`config.mk`:
```
export PLATFORM = sky130hd
export DESIGN_NAME = atrt_ctrl
export DESIGN_NICKNAME = d
export VERILOG_FILES = /design/src/hdl/atrt_pkg.sv /design/src/hdl/atrt_ctrl.sv
export SDC_FILE = /design/constraint.sdc
export NUM_CORES = 1
export LEC_CHECK = 0
export BUFFER_PORTS_ARGS = -buffer_cell sky130_fd_sc_hd__buf_2
export CAP_MARGIN = 20
export CELL_PAD_IN_SITES_DETAIL_PLACEMENT = 0
export CELL_PAD_IN_SITES_GLOBAL_PLACEMENT = 1
export CORE_UTILIZATION = 30
export DETAILED_ROUTE_END_ITERATION = 8
export PLACE_DENSITY = 0.8
export SYNTH_ARGS = -nofsm -noshare
export SYNTH_HDL_FRONTEND = slang
export SYNTH_SLANG_ARGS = --single-unit
export TNS_END_PERCENT = 20
```
`constraint.sdc`:
```
create_clock -name clk -period 1.9 [get_ports clk]
set_input_delay 0.38 -clock clk [delete_from_list [all_inputs] [get_ports clk]]
set_output_delay 0.38 -clock clk [all_outputs]
set_load 0.01 [all_outputs]
```
`src/hdl/atrt_pkg.sv`:
```
// Shared types and codes for the animated tile rectangle table.
package atrt_pkg;

  localparam logic [2:0] MODE_SET    = 3'd0;
  localparam logic [2:0] MODE_GRID   = 3'd1;
  localparam logic [2:0] MODE_STAGE  = 3'd2;
  localparam logic [2:0] MODE_REMOVE = 3'd3;
  localparam logic [2:0] MODE_CLEAR  = 3'd4;

  localparam logic [1:0] ST_OK   = 2'd0;
  localparam logic [1:0] ST_REJ  = 2'd1;
  localparam logic [1:0] ST_PEND = 2'd2;
  localparam logic [1:0] ST_NF   = 2'd3;

  typedef struct packed {
    logic       load;
    logic       mul_x;
    logic       mul_y;
    logic       chk;
    logic       set_rect;
    logic       stage;
    logic       remove;
    logic       clear;
    logic       set_status;
    logic [1:0] status;
    logic       cmt_fail;
    logic       copy_wr;
    logic       cmt_fin;
    logic       i_clr;
    logic       i_inc;
    logic       div_init;
    logic       div_step;
    logic       walk_sub;
    logic       take_frame;
    logic       take_rect;
    logic       emit;
  } cmd_t;

  typedef struct packed {
    logic [2:0] mode;
    logic       lookup;
    logic       timed;
    logic       last;
    logic       in_range;
    logic       tv;
    logic       av;
    logic       stage_ok;
    logic       copy_last;
    logic       div_last;
    logic       walk_hit;
    logic       out_free;
  } sts_t;

endpackage

```
`src/hdl/atrt_ctrl.sv`:
```
// Sequencing state machine for the animated tile rectangle table.
module atrt_ctrl (
  input  logic          clk,
  input  logic          rst,
  input  logic          in_valid,
  output logic          in_ready,
  input  atrt_pkg::sts_t sts,
  output atrt_pkg::cmd_t cmd
);
  import atrt_pkg::*;

  localparam logic [4:0] S_IDLE   = 5'd0;
  localparam logic [4:0] S_DEC    = 5'd1;
  localparam logic [4:0] S_MULX   = 5'd2;
  localparam logic [4:0] S_MULY   = 5'd3;
  localparam logic [4:0] S_CHK    = 5'd4;
  localparam logic [4:0] S_SET    = 5'd5;
  localparam logic [4:0] S_STAGE  = 5'd6;
  localparam logic [4:0] S_CMTCHK = 5'd7;
  localparam logic [4:0] S_CPRD   = 5'd8;
  localparam logic [4:0] S_CPWR   = 5'd9;
  localparam logic [4:0] S_CMTFIN = 5'd10;
  localparam logic [4:0] S_LKR    = 5'd11;
  localparam logic [4:0] S_DIVI   = 5'd12;
  localparam logic [4:0] S_DIV    = 5'd13;
  localparam logic [4:0] S_WRD    = 5'd14;
  localparam logic [4:0] S_WCMP   = 5'd15;
  localparam logic [4:0] S_DONE   = 5'd16;

  logic [4:0] state;
  logic [4:0] state_next;

  assign in_ready = (state == S_IDLE);

  always_ff @(posedge clk) begin
    if (rst) begin
      state <= S_IDLE;
    end else begin
      state <= state_next;
    end
  end

  always_comb begin
    state_next = state;
    cmd = '0;
    unique case (state)
      S_IDLE: begin
        if (in_valid) begin
          cmd.load = 1'b1;
          state_next = S_DEC;
        end
      end
      S_DEC: begin
        state_next = S_DONE;
        case (sts.mode)
          MODE_SET: begin
            if (!sts.lookup) begin
              state_next = S_CHK;
            end else if (!sts.tv) begin
              cmd.set_status = 1'b1;
              cmd.status = ST_NF;
            end else if (sts.timed && sts.av) begin
              state_next = S_DIVI;
            end else begin
              state_next = S_LKR;
            end
          end
          MODE_GRID: state_next = S_MULX;
          MODE_STAGE: state_next = S_CHK;
          MODE_REMOVE: cmd.remove = 1'b1;
          MODE_CLEAR: begin
            cmd.clear = 1'b1;
            cmd.set_status = 1'b1;
            cmd.status = ST_OK;
          end
          default: begin
            cmd.set_status = 1'b1;
            cmd.status = ST_REJ;
          end
        endcase
      end
      S_MULX: begin
        cmd.mul_x = 1'b1;
        state_next = S_MULY;
      end
      S_MULY: begin
        cmd.mul_y = 1'b1;
        state_next = S_CHK;
      end
      S_CHK: begin
        cmd.chk = 1'b1;
        state_next = (sts.mode == MODE_STAGE) ? S_STAGE : S_SET;
      end
      S_SET: begin
        cmd.set_rect = 1'b1;
        state_next = S_DONE;
      end
      S_STAGE: begin
        cmd.stage = 1'b1;
        cmd.set_status = 1'b1;
        cmd.status = ST_PEND;
        state_next = sts.last ? S_CMTCHK : S_DONE;
      end
      S_CMTCHK: begin
        if (sts.stage_ok && sts.in_range) begin
          cmd.i_clr = 1'b1;
          state_next = S_CPRD;
        end else begin
          cmd.set_status = 1'b1;
          cmd.status = ST_REJ;
          cmd.cmt_fail = 1'b1;
          state_next = S_DONE;
        end
      end
      S_CPRD: state_next = S_CPWR;
      S_CPWR: begin
        cmd.copy_wr = 1'b1;
        if (sts.copy_last) begin
          state_next = S_CMTFIN;
        end else begin
          cmd.i_inc = 1'b1;
          state_next = S_CPRD;
        end
      end
      S_CMTFIN: begin
        cmd.cmt_fin = 1'b1;
        cmd.set_status = 1'b1;
        cmd.status = ST_OK;
        state_next = S_DONE;
      end
      S_LKR: begin
        cmd.take_rect = 1'b1;
        state_next = S_DONE;
      end
      S_DIVI: begin
        cmd.div_init = 1'b1;
        state_next = S_DIV;
      end
      S_DIV: begin
        cmd.div_step = 1'b1;
        if (sts.div_last) begin
          cmd.i_clr = 1'b1;
          state_next = S_WRD;
        end
      end
      S_WRD: state_next = S_WCMP;
      S_WCMP: begin
        if (sts.walk_hit) begin
          cmd.take_frame = 1'b1;
          state_next = S_DONE;
        end else begin
          cmd.walk_sub = 1'b1;
          cmd.i_inc = 1'b1;
          state_next = S_WRD;
        end
      end
      S_DONE: begin
        if (sts.out_free) begin
          cmd.emit = 1'b1;
          state_next = S_IDLE;
        end
      end
      default: state_next = S_IDLE;
    endcase
  end

endmodule

```
**After elaboration in Yosys (flattened, before gate mapping)**

Index checks and enable logic that the tools add are counted.

- Reduce and logical (&&, ||, !) cells: 7
- Mux-type cells: 44
- Equal/unequal tests: 23

Operators by type and width:

| kind | count |
|---|---|
| case mux 5 bit (15 select lines) | 1 |
| equality test 5 x 4 -> 1 bit, second input constant | 8 |
| two-way mux 5 bit | 8 |
| two-way mux 1 bit | 22 |
| equality test 5 x 3 -> 1 bit, second input constant | 4 |
| case mux 5 bit (3 select lines) | 1 |
| case mux 3 bit (4 select lines) | 1 |
| equality test 5 x 2 -> 1 bit, second input constant | 2 |
| two-way mux 3 bit | 3 |
| case mux 3 bit (3 select lines) | 1 |
| two-way mux 2 bit | 4 |
| equality test 3 x 2 -> 1 bit, second input constant | 2 |
| inequality test 2 bit, second input constant | 3 |
| OR reduction 3 bit | 2 |
| equality test 5 x 1 -> 1 bit, second input constant | 1 |
| equality test 5 bit, second input constant | 1 |
| logical NOT 5 bit | 1 |
| two-way mux 4 bit | 1 |
| case mux 1 bit (2 select lines) | 2 |
| equality test 3 x 1 -> 1 bit, second input constant | 1 |
| equality test 3 bit, second input constant | 1 |
| logical NOT 3 bit | 1 |
| AND reduction 3 bit | 1 |
| logical AND 1 bit | 2 |

- Output and inout bits: 23
- Register bits: 5
- Logic and storage cells: 75
- Input port bits: 17

**Longest topological paths before layout**

Gate-level depths: netlist of run 1.

- Depth in word-level cells: 6
- Depth in mapped cells: 6
- Mapped depth without buffers: 4

**Worst setup path after synthesis of run 1**

OpenSTA, ideal clock, no wires.

- Kind: register to output
- From: register state[3]
- To: output port cmd[11] (netlist bit)
- Buffers on the path: 1
- Setup slack: 0.099 ns
- Data required time: 1.520 ns
- Cell stages (with the launch flop): 6
- Arrival: 1.421 ns
- Path through: dfxtp_1 > buf_6 > or3b_1 > nor3b_2 > o21ba_2 > o21ai_1

RTL lines:

| element | line | text |
|---|---|---|
| start: declaration | atrt_ctrl.sv:30 | `logic [4:0] state;` |
| start signal: assignment | atrt_ctrl.sv:39 | `state <= state_next;` |
| end: declaration | atrt_ctrl.sv:8 | `output atrt_pkg::cmd_t cmd` |

==> results of run 1 <==
[Yosys cell counts (2+ instances only)]
| cell type | count | area share, % |
|---|---|---|
| nor4_1 | 2 | 1.6 |
| nand4_1 | 2 | 1.6 |
| clkbuf_1 | 2 | 0.94 |
| dfxtp_1 | 5 | 13 |
| nand2b_1 | 5 | 3.9 |
| a311o_1 | 2 | 2.5 |
| nor2_1 | 15 | 7.0 |
| or3_1 | 3 | 2.3 |
| buf_2 | 2 | 1.3 |
| nor3b_1 | 3 | 2.8 |
| o21ai_1 | 3 | 1.9 |
| buf_6 | 3 | 4.2 |
| a21oi_1 | 3 | 1.9 |
| nand3_1 | 4 | 2.5 |
| nand2_1 | 14 | 6.6 |
| nor3_1 | 7 | 4.4 |
| inv_1 | 4 | 1.9 |
| buf_4 | 2 | 1.9 |
| a31oi_1 | 6 | 4.7 |
[logic make-up after synthesis]
| logic type | share of synthesized area, % |
|---|---|
| muxes | 1.25 |
| and+or+nand+nor | 52.9 |
| buffers and inverters | 10.2 |
| AOI/OAI and AO/OA | 22.1 |
| xor gates and xnor gates | 1.10 |
| DFF | 12.5 |
[report_power, final]
part           switching (uW)  internal, uW
clock                    48.7          79.7
sequential               11.7           117
combinational             151           134
total                     211           330
[layer usage]
layer	wire, um	share of wire, %	track usage (%)	up-vias
met3	93	3.7	1.69	5
met4	42	1.7	7.89	0
met2	1270	50	29.0	27
met1	1140	45	24.1	468
li1	-	-	-	509
met5	0	0	0	-
[worst max-delay path: cells and delay by family (launching register included)]
| family | cells | cell delay (ns) |
|---|---|---|
| DFF | 1 | 0.33 |
| buffers and inverters | 1 | 0.14 |
| and+or+nand+nor | 2 | 0.63 |
| AOI/OAI and AO/OA | 2 | 0.24 |
[through the flow]
step,instances,TNS (ns)
finish,190,-0.154
floorplan,115,0
detailed placement,182,0
global route,190,-0.591
CTS,187,-0.219
global placement,182,0
[timing repair]
action	CTS	global route
buffers inserted	1	3
setup endpoints to repair	8	9
pin swaps	2	3
resized for setup	9	5
[cell type report]
type,instances,area [sq um]
clock buffers,4,26.3
fillers,267,1350
inverters,4,15.0
multi-input cells,97,661
flip-flops and latches,5,105
well taps,30,37.5
repair buffers,50,303
[path summary, 6_finish.rpt]
path / to / depth (start not counted)
hold / removal: state[4]$_SDFFE_PP0P_ / 2
setup / recovery: cmd[11] / 5
setup reg to reg: state[1]$_SDFFE_PP0P_ / 5
hold reg to reg: state[3]$_SDFFE_PP0P_ / 3
==> flow_summary.yaml, run 1 <==
run_status:
  status: "finished with violations"
  violations: "setup timing"
floorplan:
  io_pins: 40
  die_x_um: 53.6
  die_y_um: 53.6
  floorplan.initialDensity_pct: 32.0
  dieArea_sq_um: 2880
  core-area_sq_um: 2500
  rows: 18
cells_and_area:
  diodes: 0
  reg_top3: "state x5"
  area_delta_synth_final_pct: 43.5
  design_area_sq_um: 1150
  utilization_pct: 45.9
  regMostFlops: "state"
  largest_reg_flops: 5
  finalNetCount: 178
  layout_common_cells: "39 x buf_2, 14 x nor2_1, 13 x nand2_1"
  drive_gt1_share_pct: 47.5
  mostFrequentLayoutCell: "buf_2"
critical_path:
  worstPathRequired_ns: 1.52
  cp_slowest_cell: "or3b_4"
  startpoint_type: "flop"
  cp_max_fo: 4
  critical_path_class: "reg -> out"
  cp-end-kind: "output port"
  startpoint: "state[4]$_SDFFE_PP0P_"
  cp.arrival_ns: 1.58
  reg2reg_slack_ns: 0.29
  path_cells: "or3b_4 -> nor3b_4 -> o21ba_4 -> o21ai_2 -> buf_2"
  reg2reg_from: "state[1]$_SDFFE_PP0P_"
  cp_slowest_stage_delay_ns: 0.43
grt:
  grtUsageTotal_pct: 18.0
  antenna_found_initial: 0
  first_global_vias: 867
  grt_max_degree: 19
  overflow: 0
  grt_pass1_wl_um: 3790
yosys:
  ys_async_sr_fraction_pct: 0
  yosysWarnings: 0
  synth-edff-count: 0
  synth_ff_type: "dfxtp_1"
  synth.cell_area_sq_um: 800
  syn_area_per_cell_sq_um: 6.95
  netlist-cell-type-count: 47
  synthesis.nets: 132
  ys_ff_latch: 5
  synthCells: 115
  seq_area_frac_synth_pct: 12.5
clocking:
  cts_hold_buf: 0
  cts_max_level: 1
  numCtsBuffers: 3
  clkTransAtPathRegs_ns: 0.04
  clk-insertion-delay-late_ns: 0.25
  clock_path_buffers: 2
  cts_tree: "done"
  cts.sinks: 5
  cts_root_buffer: "clkbuf_4"
timing:
  worst_pin_slew_ns: 0.359
  max-slew-margin-rel_pct: 76.0
  finalSetupViolCount: 4
  fmax_mhz: 509
  fin_hold_ws_ns: 0.367
  fin_crit_ns: 1.96
  skew_ns: 0.000764
  final.period_utilization_pct: 103
  rsz0062_at_grt: "true"
  final-hold-violation-count: 0
  finalMaxSlewViolations: 0
  worst_slack_ns: -0.0642
place:
  post-dp-hpwl_um: 1940
  io_buffers: 39
  gp_congestion: 0.797
  placed_area_sq_um: 1040
  pre_cts_slack_ns: 0.0598
drt:
  routed_via_density: 5.31
  ant_nets: 0
  num_vias: 1009
  first_iter_violations: 32
  drt-pass1-iter-count: 4
  drc: 0
  wl_per_cell_um: 13.4
  totalWireLength_um: 2540
power:
  power_per_cell_area_nw_per_um2: 472
  p_leak_uw: 0.000504
  total_power_uw: 541
  peakVddDrop_mv: 0.246
min_path:
  holdCritPathClass: "in -> reg"
  hold_start: "rst"
run:
  drv_cap: 0
Power figures use the tool's default switching activity.
==> run 2, diff against run 1 <==
--- a/config.mk
+++ b/config.mk
@@ -9,9 +9,9 @@
 export CAP_MARGIN = 20
 export CELL_PAD_IN_SITES_DETAIL_PLACEMENT = 0
 export CELL_PAD_IN_SITES_GLOBAL_PLACEMENT = 1
-export CORE_UTILIZATION = 30
+export CORE_UTILIZATION = 27
 export DETAILED_ROUTE_END_ITERATION = 8
-export PLACE_DENSITY = 0.8
+export PLACE_DENSITY = 0.76
 export SYNTH_ARGS = -nofsm -noshare
 export SYNTH_HDL_FRONTEND = slang
 export SYNTH_SLANG_ARGS = --single-unit
==> constraint.sdc (replaced) <==
create_clock -name clk -period 1.8 [get_ports clk]
set_input_delay 0.36 -clock clk [delete_from_list [all_inputs] [get_ports clk]]
set_output_delay 0.36 -clock clk [all_outputs]
set_load 0.01 [all_outputs]
==> flow_summary.yaml, run 2 (synthesis gave the netlist of run 1 again) <==
cells_and_area:
  finalNetCount: 182
  regMostFlops: "state"
  diodes: 0
  utilization_pct: 43.0
  fillers: 290
  reg_top3: "state x5"
  drive_gt1_share_pct: 51.8
  largest_reg_flops: 5
  area_delta_synth_final_pct: 49.5
  mostFrequentLayoutCell: "buf_2"
  layout_common_cells: "39 x buf_2, 13 x nand2_1, 11 x buf_4"
clocking:
  cts_max_level: 1
  cts_tree: "done"
  numCtsBuffers: 3
  clk-insertion-delay-late_ns: 0.26
  clock_path_buffers: 2
  cts.sinks: 5
  cts_hold_buf: 0
  clkTransAtPathRegs_ns: 0.05
  cts_root_buffer: "clkbuf_4"
critical_path:
  reg2reg_from: "state[2]$_SDFFE_PP0P_"
  cp-end-kind: "output port"
  cp_max_fo: 3
  ff2ff_path_depth: 5
  cp.arrival_ns: 1.58
  worstPathRequired_ns: 1.44
  startpoint_type: "flop"
  reg2reg_slack_ns: 0.24
  critical_path_class: "reg -> out"
  reg2reg_to: "state[1]$_SDFFE_PP0P_"
timing:
  max-slew-margin-rel_pct: 79.5
  final.period_utilization_pct: 108
  skew_ns: 0.00467
  final-hold-violation-count: 0
  finalSetupViolCount: 9
  worst_slack_ns: -0.142
  fin_crit_ns: 1.94
  worst_pin_slew_ns: 0.307
  fin_tns_setup_ns: -0.679
  finalMaxSlewViolations: 0
  fmax_mhz: 515
  rsz0062_at_grt: "true"
floorplan:
  core-area_sq_um: 2780
  die_x_um: 56.4
  die_y_um: 56.4
  dieArea_sq_um: 3180
  io_pins: 40
  floorplan.initialDensity_pct: 28.7
  rows: 19
place:
  pre_cts_slack_ns: 0.0412
  io_buffers: 39
  post-dp-hpwl_um: 2080
  gp_congestion: 0.869
drt:
  drt-pass1-iter-count: 4
  drc: 0
  wl_per_cell_um: 13.9
  totalWireLength_um: 2700
  routed_via_density: 5.38
  first_iter_violations: 11
  num_vias: 1049
  ant_nets: 0
grt:
  overflow: 0
  grtUsageTotal_pct: 17.2
  antenna_found_initial: 0
  first_global_vias: 916
  grt_max_degree: 16
  grt_pass1_wl_um: 4240
run_status:
  status: "finished with violations"
  violations: "setup timing"
run:
  drv_cap: 0
power:
  power_per_cell_area_nw_per_um2: 506
  peakVddDrop_mv: 0.451
  p_leak_uw: 0.000530
min_path:
  hold_start: "rst"
  min_to: "state[4]$_SDFFE_PP0P_"
  holdCritPathClass: "in -> reg"
  holdPathStages: 2
-- run 2: cell types whose count changed in the layout (fill, tap and decap cells not counted), sizes merged --
| cell | change |
|---|---|
| buf | +4 |
-- run 2: layout make-up --
| cell class | count | area, sq um | area share, % |
|---|---|---|---|
| Multi-Input combinational cell | 97 | 684 | 57.3 |
| Sequential cell | 5 | 104 | 8.69 |
| Timing Repair Buffer | 54 | 327 | 27.3 |
| Tap cell | 31 | 38.8 | 3.25 |
| Clock buffer | 4 | 26.3 | 2.20 |
| Inverter | 4 | 15.0 | 1.26 |
-- run 2: per-layer routing --
layer	vias up	wire, um	track usage (%)
met4	0	0	2.09
met1	507	1170	22.5
met2	26	1380	28.4
met3	0	155	5.53
li1	516	-	-
met5	-	0	0
-- run 2: what timing repair did --
item / CTS / global route
pin swaps: 3 / 6
setup endpoints to repair: 15 / 21
cloned: 0 / 0
buffers inserted: 1 / 1
gates resized for setup: 11 / 14
-- run 2: per-stage QoR --
step,hold WS [ns],total power (uW),cell area [sq um],cells
floorplan,0.423,306,800,115
global placement,0.608,404,1060,189
detailed placement,0.613,409,1060,189
CTS,0.333,583,1140,194
global route,0.333,645,1190,195
finish,0.344,605,1190,195
-- run 2: worst max-delay path: stages (launching register included) --
cell     delay, ns
dfxtp_2       0.32
or3b_4        0.41
nor3b_4       0.21
o21ba_4       0.20
o21ai_2       0.05
buf_2         0.13
-- run 2: where the power goes --
part	internal, uW	switching (uW)
Clock	84.8	62.2
Sequential	123	8.52
Combinational	152	175
-- run 2: worst max-delay path by stage --
stage / from / to / cells past startpoint
5_1_grt: state[4]$_SDFFE_PP0P_ / cmd[11] / 5
3_5_place_dp: state[0]$_SDFFE_PP0P_ / cmd[21] / 5
6_report: state[4]$_SDFFE_PP0P_ / cmd[13] / 5
2_1_floorplan: state[3]$_SDFFE_PP0P_ / cmd[11] / 5
4_1_cts: state[4]$_SDFFE_PP0P_ / cmd[11] / 5
3_3_place_gp: state[0]$_SDFFE_PP0P_ / cmd[21] / 5
==> run 3, diff against run 2 <==
--- a/config.mk
+++ b/config.mk
@@ -9,9 +9,10 @@
 export CAP_MARGIN = 20
 export CELL_PAD_IN_SITES_DETAIL_PLACEMENT = 0
 export CELL_PAD_IN_SITES_GLOBAL_PLACEMENT = 1
-export CORE_UTILIZATION = 27
+export CORE_UTILIZATION = 28
+export CTS_BUF_LIST = sky130_fd_sc_hd__clkbuf_4
 export DETAILED_ROUTE_END_ITERATION = 8
-export PLACE_DENSITY = 0.76
+export PLACE_DENSITY = 0.79
 export SYNTH_ARGS = -nofsm -noshare
 export SYNTH_HDL_FRONTEND = slang
 export SYNTH_SLANG_ARGS = --single-unit
==> flow_summary.yaml, run 3 (synthesis gave the netlist of run 1 again) <==
run_status:
  status: "finished with violations"
  violations: "setup timing"
cells_and_area:
  multi_input_area_sq_um: 693
  layout_common_cells: "38 x buf_2, 23 x buf_4, 14 x nand2_1"
  largest_reg_flops: 5
  design_area_sq_um: 1330
  regMostFlops: "state"
  finalNetCount: 196
  drive_gt1_share_pct: 55.6
  diodes: 0
  mostFrequentLayoutCell: "buf_2"
  seqCellArea_sq_um: 105
  reg_top3: "state x5"
  fillers: 265
  area_delta_synth_final_pct: 66.7
clocking:
  cts_max_level: 1
  cts.sinks: 5
  cts_hold_buf: 0
  clk-insertion-delay-late_ns: 0.24
  numCtsBuffers: 3
  clock_path_buffers: 2
  cts_tree: "done"
  clkTransAtPathRegs_ns: 0.04
  cts_root_buffer: "clkbuf_4"
drt:
  wl_per_cell_um: 13.4
  top_layer: "met4"
  totalWireLength_um: 2790
  drc: 0
  wl_met3_um: 118
  wl_met1_um: 1340
  routed_via_density: 5.08
  ant_nets: 0
  num_vias: 1062
  dr_wl_met2_um: 1280
  first_iter_violations: 22
  drt-pass1-iter-count: 4
grt:
  first_global_vias: 903
  grt_pass1_wl_um: 4260
  grtUsageTotal_pct: 17.2
  grt_max_degree: 19
  overflow: 0
  antenna_found_initial: 0
power:
  total_power_uw: 629
  p_sw_share_pct: 37.7
  combPwrFrac_pct: 55.9
  p_leak_uw: 0.000616
  power_per_cell_area_nw_per_um2: 472
  switching_power_uw: 237
  peakVddDrop_mv: 0.272
  p_clk_share_pct: 22.8
  p_int_uw: 392
  seqPwrFrac_pct: 21.2
floorplan:
  dieArea_sq_um: 3070
  floorplan.initialDensity_pct: 29.2
  die_y_um: 55.4
  die_x_um: 55.4
  io_pins: 40
  rows: 19
  core-area_sq_um: 2730
timing:
  rsz0062_at_grt: "true"
  final-hold-violation-count: 0
  finalSetupViolCount: 8
  skew_ns: 0.00206
  worst_slack_ns: -0.141
  fin_crit_ns: 1.94
  fin_tns_setup_ns: -0.470
  finalMaxSlewViolations: 0
  final.period_utilization_pct: 108
  max-slew-margin-rel_pct: 80.0
  worst_pin_slew_ns: 0.300
  fmax_mhz: 515
critical_path:
  path_cells: "or3b_4 -> nor3b_4 -> o21ba_4 -> o21ai_2 -> buf_2"
  cp_slowest_stage_delay_ns: 0.42
  cp-end-kind: "output port"
  worstPathRequired_ns: 1.44
  critical_path_class: "reg -> out"
  cp.arrival_ns: 1.58
  cp_slowest_cell: "or3b_4"
  startpoint_type: "flop"
  cp_max_fo: 3
min_path:
  holdCritPathClass: "in -> reg"
place:
  placed_area_sq_um: 1080
  io_buffers: 39
  gp_congestion: 0.857
  post-dp-hpwl_um: 1940
run:
  drv_cap: 0
-- run 3: cell count changes in the layout (fill, tap and decap cells not counted), sizes merged --
cell  previous run  this run
buf             54        68
-- run 3: cell type report --
cell class	count	share of cell area (%)
multi-input combinational	97	52.0
clock buffer	4	2.25
tap	31	2.91
inverter	4	1.13
sequential	5	7.89
timing repair buffer	68	33.8
-- run 3: what timing repair did --
action / 4_1_cts / 5_1_grt
gates resized for setup: 12 / 16
setup endpoints to repair: 13 / 18
cloned: 0 / 1
pin swaps: 5 / 10
setup buffers: 2 / 13
-- run 3: metrics by stage --
step | utilization [%] | std cells | hold slack (ns) | setup slack [ns]
after floorplan | - | 115 | 0.423 | 0.0186
after global placement | 39.4 | 189 | 0.602 | 0.0806
after detailed placement | 39.4 | 189 | 0.601 | 0.0673
after CTS | 42.7 | 195 | 0.345 | -0.158
after global routing | 48.7 | 209 | 0.357 | -0.206
final | 48.7 | 209 | 0.351 | -0.141
-- run 3: worst max-delay path: cells and delay by family (launching register included) --
kind	cells	cell delay, ns
AND/OR/NAND/NOR	2	0.63
flip-flops	1	0.33
AO/OA/AOI/OAI	2	0.25
buffers and inverters	1	0.14
-- run 3: final timing paths --
kind / to / from / depth (start not counted) / slack [ns]
worst min-delay path: state[4]$_SDFFE_PP0P_ / rst / 2 / 0.35
worst max-delay path: cmd[11] / state[3]$_SDFFE_PP0P_ / 5 / -0.14
worst min register to register: state[3]$_SDFFE_PP0P_ / state[1]$_SDFFE_PP0P_ / 3 / 0.67
worst max register to register: state[1]$_SDFFE_PP0P_ / state[2]$_SDFFE_PP0P_ / 5 / 0.19
-- run 3: power groups by stage --
stage	Clock (uW)	Sequential [uW]	Combinational [uW]
after CTS	146	131	296
after detailed placement	0	132	273
final	144	134	352
after global placement	0	131	273
after floorplan	0	133	172
after global routing	153	135	377
-- run 3: metal layers --
metal  global-route usage [%]  vias to the layer above
met5                        0                        -
met4                     7.86                        0
met3                    0.703                        6
met2                     26.3                       38
met1                     24.8                      474
li1                         -                      544
